`src/sv/iapp_pkg.sv`:
```
// ----------------------------------------------------------------------------
// iapp_pkg
// Shared types, constants and the degree scaling for the angle packet parser.
// ----------------------------------------------------------------------------
`default_nettype none

package iapp_pkg;

  localparam int unsigned BYTE_W    = 8;
  localparam int unsigned WORD_W    = 16;
  localparam int unsigned POS_W     = 4;
  localparam int unsigned CFG_IDX_W = 8;
  localparam int unsigned OUT_W     = 4 * WORD_W;

  // configuration register indexes
  localparam logic [CFG_IDX_W-1:0] REG_HEADER_BYTE = 8'd0;
  localparam logic [CFG_IDX_W-1:0] REG_PACKET_TYPE = 8'd1;

  localparam logic [BYTE_W-1:0] HEADER_BYTE_RST = 8'h55;
  localparam logic [BYTE_W-1:0] PACKET_TYPE_RST = 8'h53;

  // packet byte positions
  localparam logic [POS_W-1:0] POS_TYPE    = 4'd1;
  localparam logic [POS_W-1:0] POS_ROLL_LO = 4'd2;
  localparam logic [POS_W-1:0] POS_ROLL_HI = 4'd3;
  localparam logic [POS_W-1:0] POS_PTCH_LO = 4'd4;
  localparam logic [POS_W-1:0] POS_PTCH_HI = 4'd5;
  localparam logic [POS_W-1:0] POS_CHKSUM  = 4'd10;

  typedef enum logic [2:0] {
    PH_HEADER = 3'b001,
    PH_TYPE   = 3'b010,
    PH_DATA   = 3'b100
  } phase_t;

  typedef struct packed {
    logic              vld;
    logic [WORD_W-1:0] roll;
    logic [WORD_W-1:0] pitch;
  } pkt_t;

  // floor(code * 45 / 64): code*180/32768 degrees in Q9.7
  function automatic logic [WORD_W-1:0] to_deg_q7(input logic [WORD_W-1:0] code);
    logic [WORD_W+5:0] prod;
    prod = {1'b0, code, 5'b0} + {3'b0, code, 3'b0} + {4'b0, code, 2'b0} + {6'b0, code};
    return prod[WORD_W+5:6];
  endfunction

endpackage

`default_nettype wire

```
`src/sv/iapp_parse.sv`:
```
// ----------------------------------------------------------------------------
// iapp_parse
// Input byte register and packet framing state: header, type, data, checksum.
// ----------------------------------------------------------------------------
`default_nettype none

module iapp_parse (
  input  wire logic                         clk,
  input  wire logic                         rst_n,
  input  wire logic                         in_tvalid,
  output logic                              in_tready,
  input  wire logic [iapp_pkg::BYTE_W-1:0]  in_tdata,   // [7:0] rx_byte
  input  wire logic [iapp_pkg::BYTE_W-1:0]  header_byte,
  input  wire logic [iapp_pkg::BYTE_W-1:0]  packet_type,
  input  wire logic                         take_i,
  output iapp_pkg::pkt_t                    pkt_o
);

  logic                         in_vld_r, in_vld_nxt;
  logic [iapp_pkg::BYTE_W-1:0]  byte_r, byte_nxt;
  iapp_pkg::phase_t             ph_r, ph_nxt;
  logic [iapp_pkg::POS_W-1:0]   pos_r, pos_nxt;
  logic [iapp_pkg::BYTE_W-1:0]  sum_r, sum_nxt;
  logic [iapp_pkg::WORD_W-1:0]  roll_r, roll_nxt;
  logic [iapp_pkg::WORD_W-1:0]  pitch_r, pitch_nxt;
  logic                         cons;

  assign in_tready = !in_vld_r || take_i;
  assign cons      = in_vld_r && take_i;

  always_comb begin
    in_vld_nxt = in_tready ? in_tvalid : in_vld_r;
    byte_nxt   = (in_tvalid && in_tready) ? in_tdata : byte_r;
    ph_nxt     = ph_r;
    pos_nxt    = pos_r;
    sum_nxt    = sum_r;
    roll_nxt   = roll_r;
    pitch_nxt  = pitch_r;
    pkt_o.vld   = 1'b0;
    pkt_o.roll  = roll_r;
    pkt_o.pitch = pitch_r;
    if (cons) begin
      case (ph_r)
        iapp_pkg::PH_TYPE: begin
          if (byte_r == packet_type) begin
            sum_nxt = sum_r + byte_r;
            ph_nxt  = iapp_pkg::PH_DATA;
            pos_nxt = iapp_pkg::POS_ROLL_LO;
          end
        end
        iapp_pkg::PH_DATA: begin
          if (pos_r >= iapp_pkg::POS_ROLL_LO && pos_r < iapp_pkg::POS_CHKSUM) begin
            case (pos_r)
              iapp_pkg::POS_ROLL_LO: roll_nxt  = {roll_r[15:8], byte_r};
              iapp_pkg::POS_ROLL_HI: roll_nxt  = {byte_r, roll_r[7:0]};
              iapp_pkg::POS_PTCH_LO: pitch_nxt = {pitch_r[15:8], byte_r};
              iapp_pkg::POS_PTCH_HI: pitch_nxt = {byte_r, pitch_r[7:0]};
              default: ;
            endcase
            sum_nxt = sum_r + byte_r;
            pos_nxt = pos_r + 4'd1;
          end else begin
            ph_nxt    = iapp_pkg::PH_HEADER;
            pos_nxt   = '0;
            pkt_o.vld = (byte_r == sum_r);
          end
        end
        default: begin
          ph_nxt = iapp_pkg::PH_HEADER;
          if (byte_r == header_byte) begin
            sum_nxt = byte_r;
            ph_nxt  = iapp_pkg::PH_TYPE;
            pos_nxt = iapp_pkg::POS_TYPE;
          end
        end
      endcase
    end
  end

  always_ff @(posedge clk) begin
    if (!rst_n) begin
      in_vld_r <= 1'b0;
      ph_r     <= iapp_pkg::PH_HEADER;
      pos_r    <= '0;
      sum_r    <= '0;
    end else begin
      in_vld_r <= in_vld_nxt;
      ph_r     <= ph_nxt;
      pos_r    <= pos_nxt;
      sum_r    <= sum_nxt;
    end
    byte_r  <= byte_nxt;
    roll_r  <= roll_nxt;
    pitch_r <= pitch_nxt;
  end

  a_pkt_has_room: assert property (@(posedge clk) disable iff (!rst_n)
    pkt_o.vld |-> take_i && in_vld_r)
    else $error("packet completed without room in the result register");

  a_pos_in_data: assert property (@(posedge clk) disable iff (!rst_n)
    ph_r == iapp_pkg::PH_DATA |-> pos_r >= iapp_pkg::POS_ROLL_LO &&
                                  pos_r <= iapp_pkg::POS_CHKSUM)
    else $error("byte position out of range while collecting data");

  a_chksum_ends: assert property (@(posedge clk) disable iff (!rst_n)
    cons && ph_r == iapp_pkg::PH_DATA && pos_r == iapp_pkg::POS_CHKSUM
    |=> ph_r == iapp_pkg::PH_HEADER)
    else $error("checksum byte did not return to header search");

endmodule

`default_nettype wire

```
`src/sv/iapp_out.sv`:
```
// ----------------------------------------------------------------------------
// iapp_out
// Degree scaling and result register of the angle packet parser.
// ----------------------------------------------------------------------------
`default_nettype none

module iapp_out (
  input  wire logic                         clk,
  input  wire logic                         rst_n,
  input  wire iapp_pkg::pkt_t               pkt_i,
  output logic                              take_o,
  output logic                              out_tvalid,
  input  wire logic                         out_tready,
  output logic [iapp_pkg::OUT_W-1:0]        out_tdata
);

  logic                         out_vld_r, out_vld_nxt;
  logic [iapp_pkg::OUT_W-1:0]   data_r, data_nxt;

  assign take_o     = !out_vld_r || out_tready;
  assign out_tvalid = out_vld_r;
  assign out_tdata  = data_r;

  always_comb begin
    out_vld_nxt = out_vld_r && !out_tready;
    data_nxt    = data_r;
    if (pkt_i.vld) begin
      out_vld_nxt = 1'b1;
      data_nxt    = {iapp_pkg::to_deg_q7(pkt_i.pitch), iapp_pkg::to_deg_q7(pkt_i.roll),
                     pkt_i.pitch, pkt_i.roll};
    end
  end

  always_ff @(posedge clk) begin
    if (!rst_n) begin
      out_vld_r <= 1'b0;
    end else begin
      out_vld_r <= out_vld_nxt;
    end
    data_r <= data_nxt;
  end

  a_load_shows: assert property (@(posedge clk) disable iff (!rst_n)
    pkt_i.vld |=> out_tvalid)
    else $error("completed packet not presented");

  a_no_overwrite: assert property (@(posedge clk) disable iff (!rst_n)
    out_vld_r && !out_tready |-> !pkt_i.vld)
    else $error("pending result overwritten");

  a_hold_stalled: assert property (@(posedge clk) disable iff (!rst_n)
    out_vld_r && !out_tready |=> out_vld_r && $stable(data_r))
    else $error("stalled result changed");

endmodule

`default_nettype wire

```
`src/sv/imu_angle_packet_parser_unit.sv`:
```
// ----------------------------------------------------------------------------
// imu_angle_packet_parser_unit
// Finds 11-byte angle packets in a serial byte stream and reports roll/pitch.
// ----------------------------------------------------------------------------
// Usage:
//   in_*  : one received byte per transfer (in_tdata[7:0]).
//   out_* : one transfer per packet whose additive checksum matches:
//           roll code, pitch code and both in degrees, unsigned Q9.7.
//   cfg_* : write header byte (index 0) and packet type (index 1);
//           cfg_ready is always high. Write only while the stream is idle.
// Timing:
//   A byte is parsed from the input register once the result side can take;
//   the result of a checksum byte goes through the result register to out_tvalid.
//   One byte per cycle is sustained while the result side drains.
// Reset (rst_n low, synchronous): parser returns to header search, both
//   registers to 0x55 / 0x53, and no result is pending.
// Stall: while a result waits on out_tready the byte in the input register
//   holds; an empty input register still takes one byte, then in_tready drops.
// ----------------------------------------------------------------------------
`default_nettype none

module imu_angle_packet_parser_unit (
  input  wire logic                           clk,
  input  wire logic                           rst_n,
  input  wire logic                           in_tvalid,
  output logic                                in_tready,
  input  wire logic [iapp_pkg::BYTE_W-1:0]    in_tdata,   // [7:0] rx_byte
  output logic                                out_tvalid,
  input  wire logic                           out_tready,
  // [15:0] roll_code, [31:16] pitch_code, [47:32] roll_deg_q7, [63:48] pitch_deg_q7
  output logic [iapp_pkg::OUT_W-1:0]          out_tdata,
  input  wire logic                           cfg_valid,
  output logic                                cfg_ready,
  input  wire logic [iapp_pkg::CFG_IDX_W-1:0] cfg_index,
  input  wire logic [iapp_pkg::BYTE_W-1:0]    cfg_data
);

  logic [iapp_pkg::BYTE_W-1:0] header_byte_r, header_byte_nxt;
  logic [iapp_pkg::BYTE_W-1:0] packet_type_r, packet_type_nxt;
  logic                        take;
  iapp_pkg::pkt_t              pkt;

  assign cfg_ready = 1'b1;

  always_comb begin
    header_byte_nxt = header_byte_r;
    packet_type_nxt = packet_type_r;
    if (cfg_valid) begin
      case (cfg_index)
        iapp_pkg::REG_HEADER_BYTE: header_byte_nxt = cfg_data;
        iapp_pkg::REG_PACKET_TYPE: packet_type_nxt = cfg_data;
        default: ;
      endcase
    end
  end

  always_ff @(posedge clk) begin
    if (!rst_n) begin
      header_byte_r <= iapp_pkg::HEADER_BYTE_RST;
      packet_type_r <= iapp_pkg::PACKET_TYPE_RST;
    end else begin
      header_byte_r <= header_byte_nxt;
      packet_type_r <= packet_type_nxt;
    end
  end

  iapp_parse u_parse (
    .clk         (clk),
    .rst_n       (rst_n),
    .in_tvalid   (in_tvalid),
    .in_tready   (in_tready),
    .in_tdata    (in_tdata),
    .header_byte (header_byte_r),
    .packet_type (packet_type_r),
    .take_i      (take),
    .pkt_o       (pkt)
  );

  iapp_out u_out (
    .clk        (clk),
    .rst_n      (rst_n),
    .pkt_i      (pkt),
    .take_o     (take),
    .out_tvalid (out_tvalid),
    .out_tready (out_tready),
    .out_tdata  (out_tdata)
  );

endmodule

`default_nettype wire
```
`config.mk`:
```
export PLATFORM = sky130hd
export DESIGN_NAME = imu_angle_packet_parser_unit
export DESIGN_NICKNAME = d
export VERILOG_FILES = /design/src/sv/iapp_pkg.sv /design/src/sv/iapp_parse.sv /design/src/sv/iapp_out.sv /design/src/sv/imu_angle_packet_parser_unit.sv
export SDC_FILE = /design/constraint.sdc
export NUM_CORES = 1
export LEC_CHECK = 0
export BUFFER_PORTS_ARGS = -buffer_cell sky130_fd_sc_hd__clkbuf_2
export CAP_MARGIN = 10
export CORE_ASPECT_RATIO = 2
export CORE_MARGIN = 1.5
export CORE_UTILIZATION = 50
export CTS_CLUSTER_SIZE = 12
export DETAILED_ROUTE_END_ITERATION = 10
export PLACE_DENSITY_LB_ADDON = 0.2
export REMOVE_ABC_BUFFERS = 1
export SYNTH_ARGS = -nofsm -noshare
export SYNTH_HDL_FRONTEND = slang
export SYNTH_SLANG_ARGS = --single-unit
```
`constraint.sdc`:
```
create_clock -name clk -period 10.1 [get_ports clk]
set_input_delay 1.515 -clock clk [delete_from_list [all_inputs] [get_ports clk]]
set_output_delay 1.515 -clock clk [all_outputs]
set_load 0.05 [all_outputs]
```
==> results of run 1 <==
==> layout make-up <==
class | instances | area [um2]
fill | 1396 | 6650
multi-input combinational | 460 | 4070
sequential | 137 | 3780
timing repair buffer | 97 | 493
clock buffer | 18 | 429
inverter | 94 | 353
tap | 204 | 255
clock inverter | 14 | 149
==> cell usage in the layout, fill, tap and decap left out, types with 3 or more instances in the layout <==
| cell | synthesis | layout |
|---|---|---|
| ha_1 | 55 | 55 |
| a21oi_1 | 24 | 24 |
| and3_1 | 11 | 11 |
| nand2_1 | 26 | 26 |
| xnor2_1 | 27 | 27 |
| inv_1 | 94 | 94 |
| a211oi_1 | 3 | 3 |
| clkinv_4 | 0 | 4 |
| nor2b_1 | 16 | 16 |
| edfxtp_1 | 104 | 104 |
| nor4_1 | 7 | 6 |
| o21ai_1 | 6 | 6 |
| fa_1 | 53 | 53 |
| o21ai_0 | 10 | 10 |
| a2111oi_0 | 4 | 4 |
| nand3_1 | 10 | 10 |
| a21o_1 | 11 | 11 |
| nor3b_1 | 3 | 3 |
| inv_6 | 0 | 3 |
| xor2_1 | 16 | 16 |
| mux2i_1 | 19 | 19 |
| or3_1 | 3 | 3 |
| o21a_1 | 7 | 7 |
| buf_4 | 1 | 3 |
| clkbuf_2 | 0 | 94 |
| and4_1 | 3 | 3 |
| dfxtp_1 | 33 | 33 |
| nand2b_1 | 7 | 7 |
| and2_1 | 20 | 20 |
| a31oi_1 | 7 | 7 |
| nor3_1 | 18 | 18 |
| nor2_1 | 45 | 45 |
| clkbuf_16 | 0 | 17 |
| nand4_1 | 5 | 5 |
==> critical path: stages, from the launching register on <==
cell and delay, ns:
edfxtp_1 0.47, inv_1 0.14, fa_1 0.53, fa_1 0.53, inv_1 0.05, ha_1 0.34
and3_1 0.22, a221o_1 0.35, a221oi_2 0.36, a31oi_1 0.21, a311o_1 0.38
==> layer usage <==
| layer | track usage [%] | share of wire [%] | up-vias |
|---|---|---|---|
| met3 | 3.14 | 2.9 | 48 |
| met5 | 0 | 0 | - |
| met2 | 40.7 | 57 | 134 |
| met1 | 20.3 | 35 | 2690 |
| met4 | 12.3 | 4.5 | 0 |
| li1 | - | - | 2666 |
==> cell usage after synthesis (all sizes together), types with 9 or more instances <==
library cell  count  area share, %
edfxtp          104             38
inv              94            4.3
ha               55            8.3
fa               53             13
nor2             46            2.1
dfxtp            33            8.0
xnor2            27            2.9
nand2            26            1.2
a21oi            24            1.5
and2             20            1.5
mux2i            19            2.3
nor3             18            1.1
o21ai            17            1.1
nor2b            16            1.2
xor2             16            1.7
a21o             11            1.0
and3             11           0.83
nand3            10           0.61
clkbuf            9           0.41
==> worst min path at each step <==
stage	endpoint	slack, ns	depth (start not counted)
CTS	u_out.out_tdata[22]	0.46	0
finish	u_out.out_tdata[4]	0.46	0
floorplan	u_out.out_tdata[10]	0.43	0
global route	u_out.out_tdata[25]	0.48	0
global placement	u_out.out_tdata[22]	0.43	0
detailed placement	u_out.out_tdata[22]	0.44	0
==> metrics by stage <==
step | setup WS [ns] | cells | hold slack, ns | total power [W]
floorplan | 1.34 | 691 | 0.426 | 0.000638
global placement | 6.43 | 992 | 0.433 | 0.000654
detailed placement | 6.30 | 992 | 0.444 | 0.000655
CTS | 6.26 | 1024 | 0.456 | 0.00126
global route | 6.09 | 1024 | 0.478 | 0.00129
finish | 6.28 | 1024 | 0.457 | 0.00125
==> flip-flops by register name, summed over array words and instances, names as in the netlist <==
signal	cells
header_byte_r	8
packet_type_r	8
u_out.out_tdata	64
u_out.out_tvalid	1
u_parse.byte_r	8
u_parse.in_vld_r	1
u_parse.ph_r	3
u_parse.pitch_r	16
u_parse.pos_r	4
u_parse.roll_r	16
u_parse.sum_r	8
==> cell families after synthesis <==
family                     count (synthesis)  share of synthesized area, %
adders and majority gates                108                          21.2
muxes                                     20                          2.44
and+or+nand+nor                          181                          11.4
xor gates and xnor gates                  43                          4.57
DFF                                      137                          45.9
other                                      1                        0.0455
AOI/OAI and AO/OA                        107                          9.59
buffers and inverters                    105                          4.84
==> power by group through the flow <==
stage                     clock [W]  sequential (W)  combinational, W
after floorplan                   0        0.000620         0.0000181
after global placement            0        0.000625         0.0000281
after detailed placement          0        0.000626         0.0000290
after CTS                  0.000620        0.000613         0.0000292
after global routing       0.000643        0.000614         0.0000323
final                      0.000609        0.000614         0.0000290
==> impl_metrics.yaml, run 1 <==
power:
  comb_power_share_pct: 2.3
  intPower_w: 0.000982
  vdd_drop_max_mv: 0.112
  switchingPower_w: 0.000270
  pwr-share-clk_pct: 48.7
  total_leakage_power_nw: 4.05
  powerDensity_nw_per_um2: 131
  swShare_pct: 21.6
  pwr-share-seq_pct: 49.0
sta:
  rsz0062_at_grt: "false"
  tightest_slew_ns: 1.03
  finalWorstPathRequiredPeriod_ns: 3.82
  finalSetupViolCount: 0
  finalHoldViolations: 0
  fin_crit_sh_pct: 37.9
  timing.fmax_ghz: 0.262
  skew_ns: 0.0101
  maxSlewHeadroom_pct: 30.9
  slew_viol_final: 0
  fin_tns_setup_ns: 0
clock_network:
  clockBufferDepth: 2
  post_cts_buffers: 0
  cts_sinks: 137
  clkSlewWorstSetupHoldPaths_ns: 0.06
  numCtsBuffers: 17
  worstSkewPairLatency_ns: 0.42
  ctsResizeCount: 0
  cts-root-buf: "clkbuf_16"
  cts_tree: "done"
  ctsHoldBuffers: 0
  h-tree-depth: 4
logic_synthesis:
  yosys_most_used_dff: "edfxtp_1"
  synth.cell_area_um2: 8250
  async_flop_share_pct: 0
  ys_ff_latch: 137
  yosys_warnings: 0
  synth-edff-count: 104
  synth_cell_types: 68
  syn_inst: 702
  syn_avg_cell_area_um2: 11.7
  yosysSeqAreaShare_pct: 45.9
cells_and_area:
  area_delta_synth_final_pct: 15.6
  nets: 944
  post-route-util_pct: 58.9
  diodes: 0
  fin_area_um2: 9530
  drive_gt1_share_pct: 17.1
critical_path:
  endpoint_kind: "register"
  reg2reg_to: "u_out.out_tdata[62]"
  crit_end: "u_out.out_tdata[62]"
  start_kind: "register"
  reg2reg_slack_ns: 6.28
  path_max_fanout: 4
  cp.required_ns: 10.27
  crit_start: "u_parse.pitch_r[7]"
  reg2reg_from: "u_parse.pitch_r[7]"
  crit_type: "reg2reg"
  reg2regPathDepth: 10
  worstPathArrival_ns: 3.99
global_route:
  grt_pass1_vias: 5844
  grt_max_degree: 65
  antenna_found_initial: 0
  grt_pass1_wl_um: 27500
  grt_usage_pct: 21.1
  grt_overflow_total: 0
detailed_routing:
  drt_first_pass_iters: 4
  drt_iter0_drc: 204
  viasPerCell: 5.41
  postRouteAntennaNets: 0
  routedWlPerCell_um: 16.6
  drc_errors: 0
  vias: 5538
  drt_wl_total_um: 17000
place:
  gp_congestion: 0.916
  port_buffers: 94
  dpl.hpwl_um: 13200
  postPlaceCellArea_um2: 8950
die:
  ios: 96
  die_h_um: 185
  die_area_um2: 17300
  rows: 66
  core_area_um2: 16200
  start_util_pct: 50.9
  fp.dieW_um: 93.8
worst_hold_path:
  worstHoldStart: "u_parse.roll_r[4]"
  hold_class: "reg2reg"
job:
  drv_cap: 0
run_status:
  outcome: "finished, final reports clean"
No activity file was read; power rests on OpenSTA's default activity.
==> run 2, diff against run 1 <==
clock period = 3.6 ns   (was 10.1 ns; I/O delays follow)
==> run 2 against run 1 <==
Against the previous run: clock power rose to 2.9 times the previous value; sequential share of layout area shrank 1.9 points; register-to-register slack lost 6.2 ns; worst setup slack worse by 6.2 ns; sequential cell count stayed put; first-iteration DRC count down 8.3%; power rose to 2.8 times the previous value; routed wire length up 4.7%; critical path depth rose by 1; clock skew rose by 0.0031 ns; count of clock-buffer cells in the layout up 5; largest cell class unchanged; largest power group is now clock; highest routed layer unchanged.
==> impl_metrics.yaml, run 2 (synthesized netlist as in run 1, its figures left out) <==
cells_and_area:
  area_delta_synth_final_pct: 21.3
  fin_area_um2: 10000
  drive_gt1_share_pct: 24.6
  largest_reg_flops: 64
  nets: 982
  layout_common_cells: "104 x edfxtp_1, 95 x clkbuf_2, 79 x inv_1"
  mostFrequentLayoutCell: "edfxtp_1"
  diodes: 0
place:
  port_buffers: 94
  dp_slack_ns: -0.0990
  postPlaceCellArea_um2: 9150
  gp_congestion: 0.887
  dpl.hpwl_um: 13200
die:
  core_area_um2: 16200
  fp.dieW_um: 93.8
  die_h_um: 185
  start_util_pct: 50.9
  die_area_um2: 17300
  ios: 96
  rows: 66
critical_path:
  cp.required_ns: 3.75
  reg2regPathDepth: 11
  worstPathArrival_ns: 3.67
  reg2reg_to: "u_out.out_tdata[46]"
  endpoint_kind: "register"
  start_kind: "register"
  crit_type: "reg2reg"
  reg2reg_slack_ns: 0.08
  reg2reg_from: "u_parse.roll_r[1]"
  path_max_fanout: 5
run_status:
  outcome: "finished, final reports clean"
detailed_routing:
  vias: 5726
  drc_errors: 0
  routedWlPerCell_um: 16.7
  drt_iter0_drc: 187
  postRouteAntennaNets: 0
  drt_first_pass_iters: 4
  drt_wl_total_um: 17800
  viasPerCell: 5.39
global_route:
  grt_overflow_total: 0
  grt_usage_pct: 20.9
  grt_max_degree: 65
  grt_pass1_wl_um: 27500
  antenna_found_initial: 0
  grt_pass1_vias: 5943
sta:
  layout_setup_ws_ns: 0.0790
  finalWorstPathRequiredPeriod_ns: 3.52
  fin_crit_sh_pct: 97.8
  finalHoldViolations: 0
  maxSlewHeadroom_pct: 45.5
  slew_viol_final: 0
  tightest_slew_ns: 0.816
  fin_hold_ws_ns: 0.293
  timing.fmax_ghz: 0.284
  skew_ns: 0.0132
  rsz0062_at_grt: "true"
  finalSetupViolCount: 0
clock_network:
  h-tree-depth: 4
  cts_sinks: 137
  numCtsBuffers: 17
  clockBufferDepth: 2
  cts-root-buf: "clkbuf_16"
  worstSkewPairLatency_ns: 0.42
  cts_tree: "done"
  clkSlewWorstSetupHoldPaths_ns: 0.06
power:
  vdd_drop_max_mv: 0.326
  total_leakage_power_nw: 4.15
  powerDensity_nw_per_um2: 355
job:
  drv_cap: 0
worst_hold_path:
  worstHoldStart: "in_tdata[1]"
  hold_class: "in2reg"
  hold_end: "u_parse.byte_r[1]"
  worstHoldPathCells: 1
-- run 2: how the worst max path moves through the flow --
stage	from	to	slack [ns]	cells after the start
floorplan	u_parse.byte_r[4]	u_out.out_tdata[0]	-4.37	4
global placement	u_parse.pitch_r[9]	u_out.out_tdata[62]	0.05	10
detailed placement	u_parse.roll_r[2]	u_out.out_tdata[46]	-0.1	11
CTS	u_parse.roll_r[4]	u_out.out_tdata[46]	0.003	11
global route	u_parse.pitch_r[10]	u_out.out_tdata[62]	-0.03	12
finish	u_parse.roll_r[1]	u_out.out_tdata[46]	0.08	11
-- run 2: power breakdown --
group          leakage [nW]  internal [W]  switching (W)   total, W
Sequential             1.13       0.00169      0.0000285    0.00172
Clock                 0.303       0.00106       0.000684    0.00174
Combinational          2.72     0.0000382      0.0000436  0.0000818
-- run 2: per-stage QoR --
step / setup TNS (ns) / instances / total power, W / utilization (%)
2_1_floorplan: -283.70 / 691 / 0.00179 / -
5_1_grt: -0.105 / 1062 / 0.00364 / 61.8
6_report: 0 / 1062 / 0.00355 / 61.8
3_3_place_gp: 0 / 1017 / 0.00183 / 56.6
4_1_cts: 0 / 1052 / 0.00357 / 60.5
3_5_place_dp: -0.196 / 1017 / 0.00184 / 56.6
-- run 2: area by class of cell --
cell class                      count  area, um2
Tap cell                          204        255
Clock inverter                      9       70.1
Inverter                           94        353
Multi-Input combinational cell    460       4210
Timing Repair Buffer              135        791
Sequential cell                   137       3780
Clock buffer                       23        534
Fill cell                        1286       6190
-- run 2: what timing repair did --
item                                    CTS  global route
endpoints found under the setup margin    6            11
gates resized for setup                   7            27
hold buffers                              0             0
setup buffers                             3            10
gates cloned                              0             0
pin swaps                                 5            19
-- run 2: per-layer routing --
metal  wire, um  up-vias  global-route usage [%]
li1           -     2749                       -
met1       6120     2779                    20.0
met2      10500      157                    41.6
met3        595       41                    3.55
met4        513        0                    9.49
met5          0        -                       0
-- run 2: critical path, stage by stage, from the launching register on --
cell	delay [ns]
edfxtp_1	0.38
inv_2	0.07
fa_1	0.50
fa_1	0.52
inv_1	0.04
ha_1	0.32
o21a_1	0.21
o221a_4	0.28
o31ai_4	0.38
o21ai_2	0.11
a221oi_2	0.33
xnor2_1	0.13
